==> config.mk <==
export PLATFORM = sky130hd
export DESIGN_NAME = pkcs1_v15_padding_checker_core
export DESIGN_NICKNAME = d
export VERILOG_FILES = /design/src/rtl/pkcs_pkg.sv /design/src/rtl/pkcs1_v15_padding_checker_core.sv /design/src/rtl/pkcs_front.sv /design/src/rtl/pkcs_queue.sv /design/src/rtl/pkcs_back.sv
export SDC_FILE = /design/constraint.sdc
export NUM_CORES = 1
export LEC_CHECK = 0
export BUFFER_PORTS_ARGS = -buffer_cell sky130_fd_sc_hd__buf_2
export CORE_UTILIZATION = 35
export DETAILED_ROUTE_END_ITERATION = 12
export GPL_TIMING_DRIVEN = 1
export PLACE_DENSITY = 0.55
export RECOVER_POWER = 25
export REMOVE_ABC_BUFFERS = 1
export SYNTH_ARGS = -nofsm -noshare
export SYNTH_HDL_FRONTEND = slang
export SYNTH_SLANG_ARGS = --single-unit
==> constraint.sdc <==
create_clock -name i_clk -period 7.2 [get_ports i_clk]
set_input_delay 1.08 -clock i_clk [delete_from_list [all_inputs] [get_ports i_clk]]
set_output_delay 1.08 -clock i_clk [all_outputs]
set_load 0.005 [all_outputs]
==> src/rtl/pkcs_pkg.sv <==
// Shared types, constants and DigestInfo prefix tables for the PKCS#1 v1.5 padding checker.
// No dependencies; every other rtl file refers to it by scoped names.
package pkcs_pkg;

    // Longest supported modulus in bytes.
    localparam int MAX_KEY_BYTES = 1024;
    // The position counter saturates at MAX_KEY_BYTES + 1.
    localparam int POS_W         = $clog2(MAX_KEY_BYTES + 2);
    localparam int KEY_W         = 11;
    localparam int DLEN_W        = 7;
    // Signed width for layout arithmetic (position, key size, separator index).
    localparam int ARITH_W       = ((POS_W > KEY_W) ? POS_W : KEY_W) + 2;
    localparam int PFX_IDX_W     = 5;
    localparam int PFX_LEN_W     = 5;

    localparam int QUEUE_DEPTH   = 4;
    localparam int QPTR_W        = $clog2(QUEUE_DEPTH);
    localparam int QCNT_W        = $clog2(QUEUE_DEPTH + 1);

    localparam int CFG_IDX_W     = 2;
    localparam int CFG_DATA_W    = 11;

    // Register indexes
    localparam logic [CFG_IDX_W-1:0] CFG_KEY_BYTES   = 2'd0;
    localparam logic [CFG_IDX_W-1:0] CFG_HASH_SELECT = 2'd1;
    localparam logic [CFG_IDX_W-1:0] CFG_DIGEST_LEN  = 2'd2;

    // Register reset values
    localparam logic [KEY_W-1:0]  RST_KEY_BYTES   = 11'd128;
    localparam logic              RST_HASH_SELECT = 1'b1;
    localparam logic [DLEN_W-1:0] RST_DIGEST_LEN  = 7'd20;

    // Fault codes
    localparam logic [2:0] FLT_OK        = 3'd0;
    localparam logic [2:0] FLT_LENGTH    = 3'd1;
    localparam logic [2:0] FLT_HEADER    = 3'd2;
    localparam logic [2:0] FLT_SHORT_KEY = 3'd3;
    localparam logic [2:0] FLT_PAD       = 3'd4;
    localparam logic [2:0] FLT_SEP       = 3'd5;
    localparam logic [2:0] FLT_PREFIX    = 3'd6;
    localparam logic [2:0] FLT_DIGEST    = 3'd7;

    localparam logic [7:0] BYTE_ZERO     = 8'h00;
    localparam logic [7:0] BYTE_ONE      = 8'h01;
    localparam logic [7:0] PAD_BYTE      = 8'hFF;
    // Minimum key_bytes - prefix - digest: 00 01, at least seven pad bytes, 00.
    localparam int         SHORT_MARGIN  = 10;

    localparam logic [PFX_LEN_W-1:0] PFX_LEN_MD5  = 5'd18;
    localparam logic [PFX_LEN_W-1:0] PFX_LEN_SHA1 = 5'd15;

    typedef struct packed {
        logic [7:0] block_byte;
        logic [7:0] digest_byte;
        logic       last;
    } t_in;

    typedef struct packed {
        logic       pass;
        logic [2:0] fault;
    } t_out;

    typedef struct packed {
        logic [KEY_W-1:0]  key_bytes;
        logic              hash_select;
        logic [DLEN_W-1:0] digest_len;
    } t_cfg;

    // One classified byte on its way from the front to the back.
    typedef struct packed {
        logic [7:0] block_byte;
        logic [7:0] exp_byte;
        logic [2:0] chk_fault;   // fault code on mismatch, FLT_OK when unchecked
        logic       last;
        logic       len_bad;
        logic       short_key;
    } t_qent;

    function automatic logic [PFX_LEN_W-1:0] prefix_len(input logic sel);
        prefix_len = sel ? PFX_LEN_SHA1 : PFX_LEN_MD5;
    endfunction

    function automatic logic [7:0] prefix_byte(input logic sel,
                                               input logic [PFX_IDX_W-1:0] idx);
        logic [7:0] b;
        b = 8'h00;
        if (sel) begin
            case (idx)
                5'd0:    b = 8'h30;
                5'd1:    b = 8'h21;
                5'd2:    b = 8'h30;
                5'd3:    b = 8'h09;
                5'd4:    b = 8'h06;
                5'd5:    b = 8'h05;
                5'd6:    b = 8'h2B;
                5'd7:    b = 8'h0E;
                5'd8:    b = 8'h03;
                5'd9:    b = 8'h02;
                5'd10:   b = 8'h1A;
                5'd11:   b = 8'h05;
                5'd12:   b = 8'h00;
                5'd13:   b = 8'h04;
                5'd14:   b = 8'h14;
                default: b = 8'h00;
            endcase
        end else begin
            case (idx)
                5'd0:    b = 8'h30;
                5'd1:    b = 8'h20;
                5'd2:    b = 8'h30;
                5'd3:    b = 8'h0C;
                5'd4:    b = 8'h06;
                5'd5:    b = 8'h08;
                5'd6:    b = 8'h2A;
                5'd7:    b = 8'h86;
                5'd8:    b = 8'h48;
                5'd9:    b = 8'h86;
                5'd10:   b = 8'hF7;
                5'd11:   b = 8'h0D;
                5'd12:   b = 8'h02;
                5'd13:   b = 8'h05;
                5'd14:   b = 8'h05;
                5'd15:   b = 8'h00;
                5'd16:   b = 8'h04;
                5'd17:   b = 8'h10;
                default: b = 8'h00;
            endcase
        end
        prefix_byte = b;
    endfunction

endpackage

==> src/rtl/pkcs1_v15_padding_checker_core.sv <==
// Top level of the EMSA-PKCS1-v1_5 signature padding checker: config registers,
// classifying front, queue and checking back. Depends on pkcs_pkg and the pkcs_* modules.
//
//   channel  | handshake                    | payload
//   ---------+------------------------------+---------------------------------------
//   input    | i_in_valid / o_in_ready      | i_in_data  (block_byte, digest_byte, last)
//   result   | o_out_valid / i_out_ready    | o_out_data (pass, fault)
//   config   | i_cfg_we                     | i_cfg_idx, i_cfg_wdata
//
// One byte is accepted per cycle while the queue is not full; the front classifies
// it in the accept cycle. The verdict for a block is loaded into the output register
// as its last byte leaves the 4-entry queue, which the byte enters when it is
// accepted; o_out_valid is driven from that output register.
// Reset (synchronous, active low) clears the position, the first fault, the queue and
// the output valid, and loads the key size, hash select and digest length defaults.
// A stalled result holds back only last bytes; other bytes keep draining. The input
// stalls once the queue is full: the held last byte and three bytes behind it.
module pkcs1_v15_padding_checker_core (
    input  logic                              i_clk,
    input  logic                              i_rst_n,
    input  logic                              i_in_valid,
    output logic                              o_in_ready,
    input  pkcs_pkg::t_in                     i_in_data,
    output logic                              o_out_valid,
    input  logic                              i_out_ready,
    output pkcs_pkg::t_out                    o_out_data,
    input  logic                              i_cfg_we,
    input  logic [pkcs_pkg::CFG_IDX_W-1:0]    i_cfg_idx,
    input  logic [pkcs_pkg::CFG_DATA_W-1:0]   i_cfg_wdata
);

    pkcs_pkg::t_cfg  r_cfg;
    pkcs_pkg::t_cfg  n_cfg;
    pkcs_pkg::t_qent push_entry;
    pkcs_pkg::t_qent head_entry;
    logic            push;
    logic            pop;
    logic            q_full;
    logic            q_empty;

    always_comb begin
        n_cfg = r_cfg;
        if (i_cfg_we) begin
            case (i_cfg_idx)
                pkcs_pkg::CFG_KEY_BYTES:   n_cfg.key_bytes   = i_cfg_wdata[pkcs_pkg::KEY_W-1:0];
                pkcs_pkg::CFG_HASH_SELECT: n_cfg.hash_select = i_cfg_wdata[0];
                pkcs_pkg::CFG_DIGEST_LEN:  n_cfg.digest_len  = i_cfg_wdata[pkcs_pkg::DLEN_W-1:0];
                default:                   n_cfg = r_cfg;
            endcase
        end
    end

    always_ff @(posedge i_clk) begin
        if (!i_rst_n) begin
            r_cfg.key_bytes   <= pkcs_pkg::RST_KEY_BYTES;
            r_cfg.hash_select <= pkcs_pkg::RST_HASH_SELECT;
            r_cfg.digest_len  <= pkcs_pkg::RST_DIGEST_LEN;
        end else begin
            r_cfg <= n_cfg;
        end
    end

    pkcs_front u_front (
        .i_clk   (i_clk),
        .i_rst_n (i_rst_n),
        .i_cfg   (r_cfg),
        .i_valid (i_in_valid),
        .o_ready (o_in_ready),
        .i_data  (i_in_data),
        .i_full  (q_full),
        .o_push  (push),
        .o_entry (push_entry)
    );

    pkcs_queue u_queue (
        .i_clk   (i_clk),
        .i_rst_n (i_rst_n),
        .i_push  (push),
        .i_wdata (push_entry),
        .o_full  (q_full),
        .i_pop   (pop),
        .o_empty (q_empty),
        .o_rdata (head_entry)
    );

    pkcs_back u_back (
        .i_clk   (i_clk),
        .i_rst_n (i_rst_n),
        .i_empty (q_empty),
        .i_entry (head_entry),
        .o_pop   (pop),
        .o_valid (o_out_valid),
        .i_ready (i_out_ready),
        .o_data  (o_out_data)
    );

endmodule

==> src/rtl/pkcs_front.sv <==
// Front end: accepts block bytes, tracks the byte position and classifies each byte
// into its layout field with the expected value. Depends on pkcs_pkg.
module pkcs_front (
    input  logic            i_clk,
    input  logic            i_rst_n,
    input  pkcs_pkg::t_cfg  i_cfg,
    input  logic            i_valid,
    output logic            o_ready,
    input  pkcs_pkg::t_in   i_data,
    input  logic            i_full,
    output logic            o_push,
    output pkcs_pkg::t_qent o_entry
);

    logic [pkcs_pkg::POS_W-1:0]          r_pos;
    logic [pkcs_pkg::POS_W-1:0]          n_pos;
    logic [pkcs_pkg::POS_W-1:0]          count_next;
    logic                                in_range;
    logic signed [pkcs_pkg::ARITH_W-1:0] s_pos;
    logic signed [pkcs_pkg::ARITH_W-1:0] s_key;
    logic signed [pkcs_pkg::ARITH_W-1:0] s_pl;
    logic signed [pkcs_pkg::ARITH_W-1:0] s_dl;
    logic signed [pkcs_pkg::ARITH_W-1:0] s_one;
    logic signed [pkcs_pkg::ARITH_W-1:0] s_room;
    logic signed [pkcs_pkg::ARITH_W-1:0] s_sep;
    logic signed [pkcs_pkg::ARITH_W-1:0] s_pfx_end;
    logic signed [pkcs_pkg::ARITH_W-1:0] s_off;
    logic [7:0]                          exp_byte;
    logic [2:0]                          chk_fault;

    assign o_ready = !i_full;
    assign o_push  = i_valid && !i_full;

    assign in_range   = (r_pos <= pkcs_pkg::POS_W'(pkcs_pkg::MAX_KEY_BYTES));
    assign count_next = in_range ? r_pos + pkcs_pkg::POS_W'(1) : r_pos;

    assign s_pos     = $signed(pkcs_pkg::ARITH_W'(r_pos));
    assign s_key     = $signed(pkcs_pkg::ARITH_W'(i_cfg.key_bytes));
    assign s_pl      = $signed(pkcs_pkg::ARITH_W'(pkcs_pkg::prefix_len(i_cfg.hash_select)));
    assign s_dl      = $signed(pkcs_pkg::ARITH_W'(i_cfg.digest_len));
    assign s_one     = $signed(pkcs_pkg::ARITH_W'(1));
    assign s_room    = s_key - s_pl - s_dl;
    assign s_sep     = s_room - s_one;
    assign s_pfx_end = s_sep + s_pl;
    assign s_off     = s_pos - s_sep - s_one;

    always_comb begin
        exp_byte  = pkcs_pkg::BYTE_ZERO;
        chk_fault = pkcs_pkg::FLT_OK;
        if (!in_range) begin
            chk_fault = pkcs_pkg::FLT_OK;
        end else if (r_pos == '0) begin
            chk_fault = pkcs_pkg::FLT_HEADER;
        end else if (r_pos == pkcs_pkg::POS_W'(1)) begin
            exp_byte  = pkcs_pkg::BYTE_ONE;
            chk_fault = pkcs_pkg::FLT_HEADER;
        end else if (s_pos >= s_key) begin
            chk_fault = pkcs_pkg::FLT_OK;     // beyond the key: left to the length check
        end else if (s_pos < s_sep) begin
            exp_byte  = pkcs_pkg::PAD_BYTE;
            chk_fault = pkcs_pkg::FLT_PAD;
        end else if (s_pos == s_sep) begin
            chk_fault = pkcs_pkg::FLT_SEP;
        end else if (s_pos <= s_pfx_end) begin
            exp_byte  = pkcs_pkg::prefix_byte(i_cfg.hash_select,
                                              s_off[pkcs_pkg::PFX_IDX_W-1:0]);
            chk_fault = pkcs_pkg::FLT_PREFIX;
        end else begin
            exp_byte  = i_data.digest_byte;
            chk_fault = pkcs_pkg::FLT_DIGEST;
        end
    end

    always_comb begin
        o_entry.block_byte = i_data.block_byte;
        o_entry.exp_byte   = exp_byte;
        o_entry.chk_fault  = chk_fault;
        o_entry.last       = i_data.last;
        o_entry.len_bad    = (i_cfg.key_bytes == '0) ||
                             (pkcs_pkg::ARITH_W'(i_cfg.key_bytes) >
                              pkcs_pkg::ARITH_W'(pkcs_pkg::MAX_KEY_BYTES)) ||
                             (pkcs_pkg::ARITH_W'(count_next) !=
                              pkcs_pkg::ARITH_W'(i_cfg.key_bytes));
        o_entry.short_key  = (s_room < $signed(pkcs_pkg::ARITH_W'(pkcs_pkg::SHORT_MARGIN)));
    end

    always_comb begin
        n_pos = r_pos;
        if (o_push) begin
            n_pos = i_data.last ? '0 : count_next;
        end
    end

    always_ff @(posedge i_clk) begin
        if (!i_rst_n) begin
            r_pos <= '0;
        end else begin
            r_pos <= n_pos;
        end
    end

endmodule

==> src/rtl/pkcs_queue.sv <==
// Short register queue between the classifying front and the checking back.
// Depends on pkcs_pkg.
module pkcs_queue (
    input  logic            i_clk,
    input  logic            i_rst_n,
    input  logic            i_push,
    input  pkcs_pkg::t_qent i_wdata,
    output logic            o_full,
    input  logic            i_pop,
    output logic            o_empty,
    output pkcs_pkg::t_qent o_rdata
);

    pkcs_pkg::t_qent              r_mem [pkcs_pkg::QUEUE_DEPTH];
    logic [pkcs_pkg::QPTR_W-1:0]  r_wptr;
    logic [pkcs_pkg::QPTR_W-1:0]  r_rptr;
    logic [pkcs_pkg::QCNT_W-1:0]  r_count;
    logic [pkcs_pkg::QCNT_W-1:0]  n_count;

    assign o_full  = (r_count == pkcs_pkg::QCNT_W'(pkcs_pkg::QUEUE_DEPTH));
    assign o_empty = (r_count == '0);
    assign o_rdata = r_mem[r_rptr];

    always_comb begin
        n_count = r_count;
        if (i_push && !i_pop) begin
            n_count = r_count + pkcs_pkg::QCNT_W'(1);
        end else if (i_pop && !i_push) begin
            n_count = r_count - pkcs_pkg::QCNT_W'(1);
        end
    end

    always_ff @(posedge i_clk) begin
        if (i_push) begin
            r_mem[r_wptr] <= i_wdata;
        end
    end

    always_ff @(posedge i_clk) begin
        if (!i_rst_n) begin
            r_wptr  <= '0;
            r_rptr  <= '0;
            r_count <= '0;
        end else begin
            r_count <= n_count;
            if (i_push) begin
                r_wptr <= r_wptr + pkcs_pkg::QPTR_W'(1);
            end
            if (i_pop) begin
                r_rptr <= r_rptr + pkcs_pkg::QPTR_W'(1);
            end
        end
    end

`ifndef ASSERT_OFF
    a_count_bound: assert property (@(posedge i_clk) disable iff (!i_rst_n)
        r_count <= pkcs_pkg::QCNT_W'(pkcs_pkg::QUEUE_DEPTH))
        else $error("queue count above depth");
    a_push_only: assert property (@(posedge i_clk) disable iff (!i_rst_n)
        (i_push && !i_pop) |=> (r_count == $past(r_count) + pkcs_pkg::QCNT_W'(1)))
        else $error("queue count missed a push");
    a_pop_only: assert property (@(posedge i_clk) disable iff (!i_rst_n)
        (i_pop && !i_push) |=> (r_count == $past(r_count) - pkcs_pkg::QCNT_W'(1)))
        else $error("queue count missed a pop");
`endif

endmodule

==> src/rtl/pkcs_back.sv <==
// Back end: compares each classified byte, keeps the first fault of the block and
// registers the verdict at the last byte. Depends on pkcs_pkg.
module pkcs_back (
    input  logic            i_clk,
    input  logic            i_rst_n,
    input  logic            i_empty,
    input  pkcs_pkg::t_qent i_entry,
    output logic            o_pop,
    output logic            o_valid,
    input  logic            i_ready,
    output pkcs_pkg::t_out  o_data
);

    logic [2:0]       r_first_fault;
    logic [2:0]       n_first_fault;
    logic             r_valid;
    logic             n_valid;
    pkcs_pkg::t_out   r_out;
    pkcs_pkg::t_out   n_out;
    logic [2:0]       byte_fault;
    logic [2:0]       eff_fault;
    logic [2:0]       verdict;

    // A non-last byte never needs the output register.
    assign o_pop = !i_empty && (!i_entry.last || !r_valid || i_ready);

    assign byte_fault = ((i_entry.chk_fault != pkcs_pkg::FLT_OK) &&
                         (i_entry.block_byte != i_entry.exp_byte)) ?
                        i_entry.chk_fault : pkcs_pkg::FLT_OK;
    assign eff_fault  = (r_first_fault == pkcs_pkg::FLT_OK) ? byte_fault : r_first_fault;

    always_comb begin
        if (i_entry.len_bad) begin
            verdict = pkcs_pkg::FLT_LENGTH;
        end else if (eff_fault == pkcs_pkg::FLT_HEADER) begin
            verdict = pkcs_pkg::FLT_HEADER;
        end else if (i_entry.short_key) begin
            verdict = pkcs_pkg::FLT_SHORT_KEY;
        end else begin
            verdict = eff_fault;
        end
    end

    always_comb begin
        n_first_fault = r_first_fault;
        n_valid       = r_valid;
        n_out         = r_out;
        if (r_valid && i_ready) begin
            n_valid = 1'b0;
        end
        if (o_pop) begin
            if (i_entry.last) begin
                n_first_fault = pkcs_pkg::FLT_OK;
                n_valid       = 1'b1;
                n_out.pass    = (verdict == pkcs_pkg::FLT_OK);
                n_out.fault   = verdict;
            end else begin
                n_first_fault = eff_fault;
            end
        end
    end

    always_ff @(posedge i_clk) begin
        if (!i_rst_n) begin
            r_first_fault <= pkcs_pkg::FLT_OK;
            r_valid       <= 1'b0;
        end else begin
            r_first_fault <= n_first_fault;
            r_valid       <= n_valid;
        end
    end

    always_ff @(posedge i_clk) begin
        r_out <= n_out;
    end

    assign o_valid = r_valid;
    assign o_data  = r_out;

`ifndef ASSERT_OFF
    a_pass_matches: assert property (@(posedge i_clk) disable iff (!i_rst_n)
        r_valid |-> (r_out.pass == (r_out.fault == pkcs_pkg::FLT_OK)))
        else $error("pass flag disagrees with fault code");
    a_block_restart: assert property (@(posedge i_clk) disable iff (!i_rst_n)
        (o_pop && i_entry.last) |=> (r_first_fault == pkcs_pkg::FLT_OK))
        else $error("first fault not cleared after last byte");
    a_length_wins: assert property (@(posedge i_clk) disable iff (!i_rst_n)
        (o_pop && i_entry.last && i_entry.len_bad) |=>
        (r_valid && r_out.fault == pkcs_pkg::FLT_LENGTH))
        else $error("length fault not reported");
`endif

endmodule
# After elaboration in Yosys (flattened, before gate mapping)
# Memory sizes are Yosys's and may differ from the RTL's. A register that Yosys moved wholly into a read port is not among the register bits.
# Index checks and enable logic that the tools add are counted.
[op_classes]
mux = 34
bitwise = 0
n_reduce_logical = 28
shifts = 0
multipliers = 0
add_sub_neg = 11
order_cmp = 6
eq_ne = 8
div = 0
[op_table]
columns = ["cell", "n"]
rows = [
  ["8-bit two-way mux", 9],
  ["3-bit two-way mux", 14],
  ["11-bit zero test", 2],
  ["11-bit two-way mux", 2],
  ["13-bit by 6-bit adder with 13-bit output", 1],
  ["12-bit by 13-bit == test with 1-bit output", 1],
  ["12-bit by 13-bit <= comparator with 1-bit output", 1],
  ["12-bit by 13-bit less-than comparator with 1-bit output", 1],
  ["13-bit by 5-bit less-than comparator with 1-bit output (second input constant)", 1],
  ["13-bit by 2-bit subtractor with 13-bit output (second input constant)", 1],
  ["13-bit by 8-bit subtractor with 13-bit output", 1],
  ["11-bit by 5-bit subtractor with 12-bit output", 1],
  ["11-bit by 1-bit adder with 11-bit output (second input constant)", 1],
  ["11-bit by 1-bit == test with 1-bit output (second input constant)", 1],
  ["11-bit greater-or-equal comparator", 1],
  ["11-bit greater-than comparator (second input constant)", 1],
  ["11-bit <= comparator (second input constant)", 1],
  ["11-bit inequality test", 1],
  ["3-bit zero test", 3],
  ["8-bit inequality test", 1],
  ["2-bit AND reduction", 4],
  ["1-bit logical AND", 6],
  ["1-bit zero test", 6],
  ["1-bit two-way mux", 6],
  ["other kinds (15)", 20],
]
[word_totals]
reg_bits = 45
mem_bits_ro = 352
latch_bits = 0
ramBits = 88
n_memories = 3
inputBits = 35
[memory_table]
columns = ["name", "depth", "width", "rd", "rd_clocked_by_memory_dff", "write_ports", "line_no", "source"]
rows = [
  ["(no name shown)", 32, 8, 1, 0, 0, "pkcs_pkg.sv:107", "case (idx)"],
  ["(no name shown)", 16, 6, 1, 0, 0, "pkcs_pkg.sv:88", "case (idx)"],
  ["u_queue.r_mem", 4, 22, 1, 1, 1, "pkcs_queue.sv:14", "pkcs_pkg::t_qent r_mem [pkcs_pkg::QUEUE_DEPTH];"],
]

# Depth between registers and ports, before layout
# Gate-level depths: netlist (run 1).
# An unclocked memory read counts as a cell.
[depth]
depth_word = 16
depth_mapped = 32
ltp_nobuf = 30

# Hierarchy
# Synthesis (run 1) repeated with hierarchy kept, for this count alone.
[unflattened]
cells_unflattened = 834
area_unflattened_um2 = 8893.5
[by_module_without_submodules]
columns = ["module", "instances", "cells_each", "seq_area_each_um2", "area_each_um2"]
rows = [
  ["pkcs_front", 1, 547, 220.2, 4006.3],
  ["pkcs_queue", 1, 157, 2822.7, 3623.5],
  ["pkcs1_v15_padding_checker_core", 1, 80, 380.4, 782.0],
  ["pkcs_back", 1, 50, 200.2, 481.7],
]

# Worst setup path before layout (run 1)
# Ideal clock, no wire load.
[synth_path]
path_type = "register -> register"
startpoint = "register r_cfg[7] (netlist bit)"
endpoint = "memory u_queue.r_mem[0][6] (netlist bit), data pin"
path_slack_ps = 651
path_buffers = 1
arrival_ps = 6257
setup_ps = 293
path_stages_with_launch = 29
path_cell_list = "dfxtp_1 clkbuf_1 inv_1 ha_1 nand3b_1 a211o_1 xnor2_1 ha_1 nor2b_1 a221oi_1 o311ai_2 or2_2 nor2_2 a211oi_1 a2111o_1 or3_1 xnor2_1 ha_1 o21ai_0 nand2b_1 a21oi_1 nor2_1 o21ai_0 nor3_1 a21boi_0 nor2_1 nor4b_2 o41ai_2 o311ai_1"
[synth_lines]
columns = ["item", "line_no", "source"]
rows = [
  ["start: declaration", "pkcs1_v15_padding_checker_core.sv:32", "pkcs_pkg::t_cfg r_cfg;"],
  ["start signal: assignment", "pkcs1_v15_padding_checker_core.sv:59", "r_cfg <= n_cfg;"],
  ["end: declaration", "pkcs_queue.sv:14", ""],
]

==> results of run 1 <==
## power groups by stage
stage | logic [mW] | registers [mW] | clock network (mW)
after CTS | 0.793 | 0.995 | 0.839
final | 0.806 | 0.995 | 0.817
after detailed placement | 0.787 | 1.01 | 0
after global placement | 0.792 | 1.01 | 0
after global routing | 0.912 | 1.01 | 0.870
after floorplan | 0.602 | 0.994 | 0
## logic make-up (layout without fill, tap and decap cells)
| kind of cell | count (synthesis) | after routing | share of synthesized area [%] |
|---|---|---|---|
| flip-flops | 135 | 135 | 41.5 |
| AO/OA/AOI/OAI | 208 | 208 | 16.3 |
| buffers and inverters | 70 | 132 | 3.13 |
| other | 0 | 1 | 0 |
| adder cells (fa/ha/maj) | 70 | 70 | 10.3 |
| XOR/XNOR | 82 | 82 | 8.32 |
| AND/OR/NAND/NOR | 283 | 283 | 17.8 |
| multiplexers | 15 | 15 | 2.64 |
## cell usage after synthesis (all sizes together), types with 10 or more instances
library cell  instances  share of area, %
clkbuf               19              0.82
and3                 11              0.79
o21a                 15               1.3
nor3                 27               1.5
nand4                17               1.2
and2                 14               1.0
a21oi                53               3.1
xnor2                51               5.1
dfxtp                43               9.9
a21o                 13               1.1
nor2                 58               2.5
o21ai                51               2.9
nand3                18               1.0
ha                   67               9.6
xor2                 31               3.2
nand2b               10              0.72
edfxtp               92                32
nor4                 14               1.2
inv                  46               2.0
nand2                44               1.9
nor2b                31               2.2
o211ai               10              0.86
## timing repair
action / 4_1_cts / 5_1_grt
resized for setup: 0 / 21
setup endpoints to repair: 0 / 36
hold buffers: 0 / 0
setup buffers: 0 / 4
## metrics by stage
step                utilization (%)  setup slack (ps)
global route                   40.9             0.326
finish                         40.9               540
floorplan                         -               743
CTS                            40.5              54.5
detailed placement             38.2               107
global placement               38.2               371
## cells in the final DEF (no fill, tap or decap), types with 15 or more instances in the layout
cell type | synthesis | final
a21oi_1 | 51 | 47
buf_2 | 2 | 29
clkbuf_16 | 0 | 17
dfxtp_1 | 43 | 43
edfxtp_1 | 92 | 92
ha_1 | 67 | 64
inv_1 | 46 | 45
nand2_1 | 44 | 44
nand3_1 | 18 | 18
nand4_1 | 17 | 17
nor2_1 | 57 | 57
nor2b_1 | 31 | 31
nor3_1 | 27 | 26
o21a_1 | 15 | 15
o21ai_0 | 48 | 46
xnor2_1 | 51 | 51
xor2_1 | 30 | 30
## flip-flops by register name, indices dropped and copies added (netlist names), named ones only
signal	cells
u_queue.r_rptr	2
u_back.r_first_fault	3
r_cfg	19
u_queue.r_mem	88
u_front.r_pos	11
u_back.o_data	4
u_back.o_valid	1
u_queue.r_count	3
u_queue.r_wptr	2
## critical path: stages (launching register included)
cell and delay (ps):
dfxtp_1 400, buf_4 240, ha_1 340, nor3_1 110, a211o_1 330, xnor2_1 140, ha_1 360, nor3b_1 180
a311oi_2 330, o311ai_4 210, or4b_1 500, a21boi_1 200, a21oi_1 110, or2_2 370, nor3_1 190, xor2_1 180
ha_1 280, a2111oi_1 390, o21ai_0 170, o21ai_2 190, nor3_1 80, mux2_4 340, nor4b_4 330, nor3_1 110
o311ai_2 340
## layout make-up
cell class | instances | area (um^2) | share of cell area, %
well taps | 324 | 405 | 4.06
clock buffers | 17 | 425 | 4.26
multi-input cells | 658 | 4920 | 49.3
clock inverters | 15 | 140 | 1.40
inverters | 47 | 180 | 1.81
repair buffers | 53 | 277 | 2.77
diodes | 1 | 2.50 | 0.0251
flip-flops and latches | 135 | 3620 | 36.3
## routing by layer
layer	part of all wire (%)	track usage [%]	wire length [um]
met1	47	22.1	9830
met2	48	27.9	9880
met3	3.3	3.06	676
met4	1.6	5.41	338
met5	0	0	0
## final timing paths
| path | slack (ps) | end | startpoint | cells after the start |
|---|---|---|---|---|
| min | 510 | u_queue.r_wptr[1] | u_queue.r_wptr[1] | 2 |
| max reg2reg | 540 | u_queue.r_mem[0][6] | r_cfg[7] | 24 |
| max | 540 | u_queue.r_mem[0][6] | r_cfg[7] | 24 |
| min reg2reg | 510 | u_queue.r_wptr[1] | u_queue.r_wptr[1] | 2 |
==> metrics.cfg, run 1 <==
[power]
clkPwrFrac_pct=31.2
p_seq_share_pct=38.0
leakage_nw=3.74
switchingPower_mw=0.893
finalPower_mw=2.62
swShare_pct=34.1
ir_drop_v=0.000138
powerDensity_mw_per_mm2=262
combPwrFrac_pct=30.8
internal_power_mw=1.72

[cells_and_area]
n_fill_cell=2431
drive_gt1_share_pct=13.0
area_growth_pct=14.3
stdcell_count=1250
fin_nets=1017
stdcell_area_mm2=0.00997

[critical_path]
critical_path_class=register to register
end_kind=register
crit_fanout=11
cp-start-kind=register
crit_arrival_ps=6850
required_ps=7390

[cts]
cts_tree=done
cts_sinks=135
clkSlewWorstSetupHoldPaths_ps=60
worstSkewPairLatency_ps=420
cts_made_buffers=17
clockRootBuffer=clkbuf_16
h-tree-depth=4
clk_path_buf_depth=2

[timing]
timing.slew.headroom_pct=-2.11
tightestPinTransition_ps=1530
max_clock_freq_mhz=150
whs_ps=515
finalHoldViolCount=0
fin_crit_sh_pct=92.5
finalSetupViolCount=0
finalSetupTns_ps=0
clock_skew_ps=13.0
drv_slew=43
period_needed_ps=6660
rsz0062_at_grt=false

[place]
placedInstanceArea_mm2=0.00931
io_buffers=40
post-place-cells=1213
dp_hpwl_um=15600
globalplace.congestion=0.847

[synth]
yosys_warnings=0
ys_async_sr_fraction_pct=0
postSynthAreaPerCell_um2=10.1
synth.distinct_cells=83
synth_area_mm2=0.00872
ys.flop_type=edfxtp_1
synth_edf_count=92
synth-seq-cells=135
yosysSeqAreaShare_pct=41.5
postSynthCellCount=863

[die]
placementRows=57
die_x_um=160
core_mm2=0.0244
ioPinCount=41
die_h_um=160
die_area_mm2=0.0256
initial_core_util_pct=35.8

[detailed_routing]
first_iter_violations=289
drt-total-wl_um=20700
antenna_left=0
viasPerCell=5.22
vias=6528
firstDrtPassIters=5
drc=0
wl_per_cell_um=16.6

[outcome]
violations=max-capacitance violations, max-slew violations
outcome=finished with violations

[hold_path]
hp-class=register to register

[global_routing]
grt_overflow_total=0
grt_usage_pct=16.8
antenna_found_initial=0
grt_pass1_wl_um=34000
grt_pass1_vias=6430
grt_max_degree=43

[flow_run]
cap_violations=1

(Power assumes the default switching activity.)
==> inputs of run 2 (changes only) <==
- PLACE_DENSITY: 0.55 -> unset
- SLEW_MARGIN: unset -> 20
==> run 2 against run 1 <==
  * The flow still finishes with violations (max-capacitance violations, max-slew violations)
  * Fmax decreased by 2.2%
  * Core utilization unchanged
  * Wire length fell by 0.99%
  * Via count grew 1.1%
  * Sequential share of layout area unchanged
  * Sequential power is essentially flat
  * Final area unchanged
  * Sequential cell count is the same
  * Register-to-register slack got worse by 150 ps
  * Die area stayed put
  * Hold slack gained 3.6 ps
  * Critical endpoint is now u_queue.r_mem[3][6]
==> metrics.cfg, run 2 (same netlist as run 1, synthesis figures left out) <==
[cells_and_area]
area_growth_pct=14.3  ; unchanged
fin_nets=1012  ; was 1017
drive_gt1_share_pct=12.7  ; was 13.0%
largestRegisters=u_queue.r_mem (88), r_cfg (19), u_front.r_pos (11)  ; unchanged
largest_reg_flops=88  ; unchanged
layout_common_cells=92 x edfxtp_1, 65 x ha_1, 56 x nor2_1  ; was 92 x edfxtp_1, 64 x ha_1, 57 x nor2_1
n_antenna_cell=0  ; was 1
n_fill_cell=2396  ; was 2431
largest_register=u_queue.r_mem  ; unchanged
final_common_cell=edfxtp_1  ; unchanged

[detailed_routing]
first_iter_violations=416  ; was 289
drc=0  ; unchanged
vias=6602  ; was 6528
firstDrtPassIters=5  ; unchanged
antenna_left=0  ; unchanged
viasPerCell=5.31  ; was 5.22
wl_per_cell_um=16.5  ; was 16.6 um
drt-total-wl_um=20500  ; was 20700 um

[die]
ioPinCount=41  ; unchanged
initial_core_util_pct=35.8  ; unchanged
core_mm2=0.0244  ; unchanged
die_area_mm2=0.0256  ; unchanged
die_x_um=160  ; unchanged
placementRows=57  ; unchanged
die_h_um=160  ; unchanged

[critical_path]
critPathMostFrequentCell=ha_1  ; was nor3_1
path_depth=25  ; was 24
crit_arrival_ps=6930  ; was 6850 ps
worstPathBufferInverterCount=1  ; unchanged
crit_fanout=8  ; was 11
path_delay_family=compound AO/OA/AOI/OAI gates  ; unchanged
critPathMaxStageDelay_ps=480  ; was 500 ps
end_kind=register  ; unchanged
critical_path_class=register to register  ; unchanged
crit_slowest_cell=a2111o_1  ; was or4b_1
reg2reg_depth=25  ; was 24
cp-start-kind=register  ; unchanged
required_ps=7320  ; was 7390 ps

[timing]
whs_ps=518  ; was 515 ps
max_clock_freq_mhz=147  ; was 150 MHz
finalHoldViolCount=0  ; unchanged
finalSetupViolCount=0  ; unchanged
fin_crit_sh_pct=94.6  ; was 92.5%
setup_slack_ps=389  ; was 540 ps
timing.slew.headroom_pct=-0.960  ; was -2.11%
clock_skew_ps=15.0  ; was 13.0 ps
tightestPinTransition_ps=1510  ; was 1530 ps
period_needed_ps=6810  ; was 6660 ps
drv_slew=43  ; unchanged

[cts]
cts_sinks=135  ; unchanged
clkSlewWorstSetupHoldPaths_ps=70  ; was 60 ps
cts_tree=done  ; unchanged
clockRootBuffer=clkbuf_16  ; unchanged
worstSkewPairLatency_ps=420  ; about the same
cts_made_buffers=17  ; unchanged
h-tree-depth=4  ; unchanged
clk_path_buf_depth=2  ; unchanged

[global_routing]
grt_usage_pct=16.5  ; was 16.8%
grt_max_degree=43  ; unchanged
grt_pass1_wl_um=33400  ; was 34000 um
grt_overflow_total=0  ; unchanged
grt_pass1_vias=6385  ; was 6430
antenna_found_initial=0  ; unchanged

[place]
globalplace.congestion=0.832  ; was 0.847
dp_slack_ps=177  ; was 107 ps
io_buffers=40  ; unchanged
dp_hpwl_um=15300  ; was 15600 um

[outcome]
violations=max-capacitance violations, max-slew violations  ; unchanged
outcome=finished with violations  ; unchanged

[hold_path]
hold_depth=2  ; unchanged
hp-class=register to register  ; unchanged

[power]
leakage_nw=3.74  ; about the same
powerDensity_mw_per_mm2=265  ; was 262 mW/mm^2
ir_drop_v=0.000136  ; was 0.000138 V
finalPower_mw=2.64  ; was 2.62 mW

[flow_run]
cap_violations=1  ; unchanged

[run 2: cell types whose count changed in the layout (fill, tap and decap cells not counted), moves of 2 or more]
cell	delta
and3_1	-2
nor3_1	-2
clkinv_4	-5
buf_4	-4
nor3_2	+2
and3_2	+2
a21oi_2	-2
a21oi_1	+2
[run 2: through the flow]
stage,utilization [%],cell area (um^2),cells,setup TNS [ps]
final,40.9,9970,1244,0
after CTS,40.4,9840,1240,0
after global routing,40.9,9970,1244,-89.6
after detailed placement,38.0,9280,1208,0
after global placement,38.0,9270,1208,0
after floorplan,-,8630,840,0
[run 2: area by class of cell]
cell class	instances	area (um^2)	share of cell area, %
sequential	135	3620	36.3
multi-input combinational	658	4960	49.7
timing repair buffer	48	243	2.43
clock inverter	15	143	1.43
clock buffer	17	425	4.26
tap	324	405	4.06
inverter	47	176	1.77
[run 2: worst min-delay path: cells and delay by family (launching register included)]
kind / cells / cell delay, ps
flip-flops: 1 / 340
AND/OR/NAND/NOR: 1 / 60
AO/OA/AOI/OAI: 1 / 70
[run 2: power by group]
part	total, mW	internal, mW	switching, mW
Clock	0.839	0.482	0.358
Combinational	0.806	0.339	0.467
Sequential	0.995	0.932	0.0623
Total	2.64	1.75	0.887
[run 2: per-layer routing]
metal,up-vias,routed length [um],track usage [%]
met5,-,0,0
li1,3290,-,-
met3,33,766,2.36
met2,160,9740,27.5
met1,3119,9590,21.9
met4,0,421,5.37
[run 2: worst paths after layout]
path,startpoint,slack (ps),to
worst max-delay path,r_cfg[7],390,u_queue.r_mem[3][6]
worst min-delay path,u_queue.r_wptr[1],520,u_queue.r_wptr[1]
worst max register to register,r_cfg[7],390,u_queue.r_mem[3][6]
worst min register to register,u_queue.r_wptr[1],520,u_queue.r_wptr[1]
[run 2: repair_timing]
item                                   in CTS  in global routing
setup buffers                               0                  4
resized for setup                           0                 22
endpoints found under the hold margin       0                  0
setup endpoints to repair                   0                 36
hold buffers                                0                  0
